## src/hw/rtl/rast_pkg.sv

```systemverilog
// ----------------------------------------------------------------------------
// rast_pkg
// Shared types, constants and helpers of the range affine sum tree.
// ----------------------------------------------------------------------------
package rast_pkg;

    localparam int unsigned OPC_W    = 2;
    localparam int unsigned POS_IN_W = 11;
    localparam int unsigned VAL_W    = 30;

    localparam int unsigned DEF_MAX_ELEMENTS = 1024;

    // prime modulus and Barrett constant floor(2^60 / p)
    localparam logic [31:0] MOD_P  = 32'd1000000007;
    localparam logic [63:0] MOD_MU = (64'd1 << 60) / {32'd0, MOD_P};

    typedef enum logic [OPC_W-1:0] {
        OP_ADD   = 2'd0,
        OP_MUL   = 2'd1,
        OP_SET   = 2'd2,
        OP_QUERY = 2'd3
    } t_opcode;

    typedef enum logic [4:0] {
        S_CLEAR,
        S_IDLE,
        S_VISIT,
        S_NODE,
        S_AP_RD,
        S_AP_LD,
        S_AP_GO,
        S_AP_WAIT,
        S_AP_WR,
        S_PUSH_R,
        S_TAGCLR,
        S_DOWN,
        S_RET,
        S_CB_RDL,
        S_CB_RDR,
        S_CB_SUM,
        S_FINISH
    } t_state;

    typedef enum logic [1:0] {
        AK_COVER,
        AK_LEFT,
        AK_RIGHT
    } t_apply_kind;

    typedef enum logic [1:0] {
        AP_LEN,
        AP_SUM,
        AP_SCALE,
        AP_OFFSET
    } t_ap_step;

    typedef enum logic [2:0] {
        MM_IDLE,
        MM_RED_Q,
        MM_RED_QP,
        MM_RED_SUB,
        MM_FIX1,
        MM_FIX2,
        MM_DONE
    } t_mm_state;

    // modular multiply-add request: (x * y + z) mod p, all operands below p
    typedef struct packed {
        logic             start;
        logic [VAL_W-1:0] x;
        logic [VAL_W-1:0] y;
        logic [VAL_W-1:0] z;
    } t_mm_req;

    typedef struct packed {
        logic             done;
        logic [VAL_W-1:0] res;
    } t_mm_rsp;

    function automatic logic [VAL_W-1:0] add_mod(input logic [VAL_W-1:0] a,
                                                 input logic [VAL_W-1:0] b);
        logic [VAL_W:0] s;
        s = {1'b0, a} + {1'b0, b};
        if (s >= MOD_P[VAL_W:0]) begin
            s = s - MOD_P[VAL_W:0];
        end
        return s[VAL_W-1:0];
    endfunction

endpackage

```

## src/hw/rtl/rast_mulmod.sv

```systemverilog
// ----------------------------------------------------------------------------
// rast_mulmod
// Shared modular multiply-add: one 32x32 multiplier, Barrett reduction.
// ----------------------------------------------------------------------------
module rast_mulmod (
    input  logic              i_clk,
    input  logic              i_rst_n,
    input  rast_pkg::t_mm_req i_req,
    output rast_pkg::t_mm_rsp o_rsp
);
    import rast_pkg::*;

    t_mm_state   r_state, n_state;
    logic [59:0] r_t;
    logic [30:0] r_q;
    logic [31:0] r_qp;
    logic [31:0] r_r;
    logic [31:0] w_ma, w_mb;
    logic [63:0] w_prod;
    logic [31:0] w_fix;

    assign w_prod = w_ma * w_mb;
    assign w_fix  = (r_r >= MOD_P) ? r_r - MOD_P : r_r;

    always_comb begin
        n_state = r_state;
        unique case (r_state)
            MM_IDLE:    if (i_req.start) n_state = MM_RED_Q;
            MM_RED_Q:   n_state = MM_RED_QP;
            MM_RED_QP:  n_state = MM_RED_SUB;
            MM_RED_SUB: n_state = MM_FIX1;
            MM_FIX1:    n_state = MM_FIX2;
            MM_FIX2:    n_state = MM_DONE;
            MM_DONE:    n_state = MM_IDLE;
            default:    n_state = MM_IDLE;
        endcase
    end

    // operand selection of the shared multiplier
    always_comb begin
        w_ma = {2'b00, i_req.x};
        w_mb = {2'b00, i_req.y};
        unique case (r_state)
            MM_RED_Q: begin
                w_ma = {1'b0, r_t[59:29]};
                w_mb = MOD_MU[31:0];
            end
            MM_RED_QP: begin
                w_ma = {1'b0, r_q};
                w_mb = MOD_P;
            end
            default: begin
                w_ma = {2'b00, i_req.x};
                w_mb = {2'b00, i_req.y};
            end
        endcase
        o_rsp.done = (r_state == MM_DONE);
        o_rsp.res  = r_r[VAL_W-1:0];
    end

    always_ff @(posedge i_clk) begin
        if (!i_rst_n) begin
            r_state <= MM_IDLE;
        end else begin
            r_state <= n_state;
        end
    end

    always_ff @(posedge i_clk) begin
        unique case (r_state)
            MM_IDLE:    r_t  <= w_prod[59:0] + {30'd0, i_req.z};
            MM_RED_Q:   r_q  <= w_prod[61:31];
            MM_RED_QP:  r_qp <= w_prod[31:0];
            MM_RED_SUB: r_r  <= r_t[31:0] - r_qp;
            MM_FIX1:    r_r  <= w_fix;
            MM_FIX2:    r_r  <= w_fix;
            default:    r_r  <= r_r;
        endcase
    end
endmodule

```

## config.mk

```make
export PLATFORM = sky130hd
export DESIGN_NAME = rast_mulmod
export DESIGN_NICKNAME = d
export VERILOG_FILES = /design/src/hw/rtl/rast_pkg.sv /design/src/hw/rtl/rast_mulmod.sv
export SDC_FILE = /design/constraint.sdc
export NUM_CORES = 2
export LEC_CHECK = 0
export BUFFER_PORTS_ARGS = -buffer_cell sky130_fd_sc_hd__buf_2
export CAP_MARGIN = 20
export CORE_AREA = 2 2 411 413
export CTS_CLUSTER_SIZE = 8
export DETAILED_ROUTE_END_ITERATION = 6
export DIE_AREA = 0 0 413 415
export PLACE_DENSITY_LB_ADDON = 0.12
export SETUP_SLACK_MARGIN = 0.02
export SLEW_MARGIN = 10
export SYNTH_ARGS = -nofsm -noshare
export SYNTH_HDL_FRONTEND = slang
export SYNTH_SLANG_ARGS = --single-unit
export TNS_END_PERCENT = 20
```

## constraint.sdc

```tcl
create_clock -name i_clk -period 11.8 [get_ports i_clk]
set_input_delay 1.77 -clock i_clk [delete_from_list [all_inputs] [get_ports i_clk]]
set_output_delay 1.77 -clock i_clk [all_outputs]
set_load 0.05 [all_outputs]
```

==> flow_metrics.tcl <==
set metrics [dict create \
    die_width_um 413 \
    grt_overflow 0 \
    layout_worst_path_cycle_share_pct 94.5 \
    final.setup_skew_ps 15.2 \
    final_hold_viol_count 0 \
    max-clock-path-buffers 2 \
    place_ws_ps 350 \
    criticalPathCategory "register to register" \
    crit_arrival_ps 11370 \
    tns_ps 0 \
    clk_latency_ps 480 \
    cp-start-kind "register" \
    synth_top_cells_by_area "sky130_fd_sc_hd__fa_1 (41%), sky130_fd_sc_hd__edfxtp_1 (11%), sky130_fd_sc_hd__ha_1 (9.6%)" \
    nNetsFinal 6025 \
    dp.final_hpwl_mm 148 \
    initial_utilization_pct 24.9 \
    synth_ff_type "sky130_fd_sc_hd__edfxtp_1" \
    layout.cells.most_common "sky130_fd_sc_hd__inv_1" \
    netlist_instances 4640 \
    synth.cell_area_um2 41400 \
    period_needed_ps 11160 \
    io_pins 124 \
    setup_viol 0 \
    path_common_cell "sky130_fd_sc_hd__fa_1" \
    critical_path_s_slowest_cell "sky130_fd_sc_hd__nand2_1" \
    routed_wl_mm 172 \
    die_h_um 415 \
    wl_per_cell_um 24.6 \
    grt_antenna_before_repair 9 \
    slew_headroom_pct 38.0 \
    timing.final.max_slew_violations 0 \
    drt-vias-per-instance 4.73 \
    ant_nets 0 \
    hold_path_class "register to register" \
    core_area_um2 167000 \
    wire_length_of_the_first_global_routing_pass_mm 249 \
    worst-path-max-fanout 74 \
    status "completed" \
    postSynthAreaPerCell_um2 8.93 \
    worst-slew-pin-transition_ps 927 \
    syn2layout_area_growth_pct 12.2 \
    h_tree_depth 4 \
    gp_congestion 0.909 \
    floorplan.die_area_um2 171000 \
    finalHoldWorstSlack_ps 655 \
    hold_buffers 0 \
    rows 150 \
    critPathMaxStageDelay_ps 600 \
    grt_pass1_vias 34954 \
    path_clk_slew_ps 80 \
    numCtsBuffers 17 \
    synth-warning-count 0 \
    grt_use_total_pct 20.2 \
    synth_top_area_cell "sky130_fd_sc_hd__fa_1" \
    num_vias 33097 \
    layout_common_cells "sky130_fd_sc_hd__inv_1 (933), sky130_fd_sc_hd__fa_1 (839), sky130_fd_sc_hd__nand2_1 (588)" \
    drt_drc_violations_left 0 \
    worst_ep_required_time_ps 12010 \
    drt_iter0_markers 2332 \
    final.fill_count 18204 \
    fin_ws_ps 644 \
    tritoncts_clock_tree "built" \
    antenna-diode-count 0 \
    drv.max_cap_violation_count 0 \
    tritoncts_num_sinks 158 \
    fraction_of_layout_instances_using_a_drive_strength_above_1_pct 9.67 \
    post_synthesis_register_bit_count 158 \
    drtPass1Iterations 6 \
    achievable-frequency_mhz 89.6 \
    ys_types 102 \
    port_buffers 123 \
    pin_count_of_the_biggest_net_entering_global_routing 75 \
    synth.top_cell.area_share_pct 40.5 \
    cts_root_buf "sky130_fd_sc_hd__clkbuf_16" \
    synthArstFlopShare_pct 0 \
    rsz0062_at_grt "false" \
    timing.critical_path.to_type "register" \
    proportion_of_synthesized_chip_area_in_sequential_cells_pct 11.4 \
    synth_edf_count 155 \
]
==> layout make-up <==
class	instances	area [µm²]	area share, %
Inverter	935	3510	7.56
Tap cell	2204	2760	5.93
Clock inverter	14	151	0.326
Sequential cell	158	4710	10.1
Timing Repair Buffer	343	2420	5.22
Clock buffer	18	429	0.923
Multi-Input combinational cell	3321	32500	69.9
==> state kept, by name, summed over array words and instances (netlist names) <==
register	count
r_t	60
r_qp	32
r_q	31
r_r	32
r_state	3
==> cell usage after synthesis (6+ instances only) <==
master / instances
sky130_fd_sc_hd__o21a_1: 19
sky130_fd_sc_hd__o21ai_0: 80
sky130_fd_sc_hd__nand3_1: 50
sky130_fd_sc_hd__nor3b_1: 9
sky130_fd_sc_hd__or3_1: 15
sky130_fd_sc_hd__nor4_1: 12
sky130_fd_sc_hd__nand2b_1: 20
sky130_fd_sc_hd__edfxtp_1: 155
sky130_fd_sc_hd__a21boi_0: 7
sky130_fd_sc_hd__ha_1: 317
sky130_fd_sc_hd__nor2_1: 571
sky130_fd_sc_hd__a211oi_1: 13
sky130_fd_sc_hd__xnor2_1: 69
sky130_fd_sc_hd__fa_1: 839
sky130_fd_sc_hd__a221oi_1: 33
sky130_fd_sc_hd__mux2i_1: 10
sky130_fd_sc_hd__or2_2: 6
sky130_fd_sc_hd__a31oi_1: 19
sky130_fd_sc_hd__nor3_1: 43
sky130_fd_sc_hd__o211ai_1: 10
sky130_fd_sc_hd__a21o_1: 51
sky130_fd_sc_hd__a221o_1: 33
sky130_fd_sc_hd__o31a_1: 7
sky130_fd_sc_hd__a21oi_1: 151
sky130_fd_sc_hd__nand2_1: 588
sky130_fd_sc_hd__clkbuf_1: 178
sky130_fd_sc_hd__buf_1: 8
sky130_fd_sc_hd__nor2b_1: 13
sky130_fd_sc_hd__o21bai_1: 16
sky130_fd_sc_hd__buf_4: 31
sky130_fd_sc_hd__and2_1: 28
sky130_fd_sc_hd__xor2_1: 65
sky130_fd_sc_hd__and3_1: 51
sky130_fd_sc_hd__inv_1: 934
sky130_fd_sc_hd__o21ai_1: 12
sky130_fd_sc_hd__nand4_1: 28
sky130_fd_sc_hd__o31ai_1: 14
sky130_fd_sc_hd__buf_2: 9
==> routing by layer <==
layer | wire length, µm | vias to the layer above | track usage [%]
li1 | - | 14735 | -
met1 | 77100 | 17281 | 28.1
met2 | 81800 | 939 | 33.4
met3 | 8300 | 142 | 1.96
met4 | 5060 | 0 | 5.31
met5 | 0 | - | 0
==> stage by stage <==
| stage | instances | area (µm²) | utilization (%) |
|---|---|---|---|
| floorplan | 4644 | 41500 | - |
| global placement | 6956 | 45800 | 27.5 |
| detailed placement | 6958 | 45900 | 27.5 |
| CTS | 6990 | 46400 | 27.9 |
| global route | 6993 | 46500 | 27.9 |
| finish | 6993 | 46500 | 27.9 |
==> critical path, delay by kind of cell, from the launching register on <==
kind / cells / cell delay [ps]
adders and majority gates: 10 / 4570
DFF: 1 / 410
and+or+nand+nor: 12 / 3180
xor gates and xnor gates: 2 / 300
AOI/OAI and AO/OA: 5 / 1270
buffers and inverters: 7 / 1060
==> kinds of logic (layout without fill, tap and decap cells) <==
family,after synthesis,in the layout,share of synthesized area [%]
simple gates,1474,1474,15.3
xor+xnor,136,136,2.91
compound gates,537,537,9.06
flops,158,158,11.4
other cells,2,6,0.0181
fa+ha+maj,1156,1156,50.1
buf+inv,1165,1310,10.9
mux,12,12,0.296
==> final timing paths <==
check        startpoint    endpoint  slack [ps]  cells past startpoint
max          r_state[2]     r_t[54]         640                     36
min          r_state[1]  r_state[0]         660                      2
max reg2reg  r_state[2]     r_t[54]         640                     36
min reg2reg  r_state[1]  r_state[0]         660                      2
==> repair_timing <==
action	4_1_cts	5_1_grt
buffers inserted	0	3
endpoints found under the hold margin	0	0
endpoints found under the setup margin	0	5
gates resized for setup	0	0
Power is left out: the tool's default activity adds up to more than one toggle a clock period on the data nets, which glitch-free logic cannot reach.
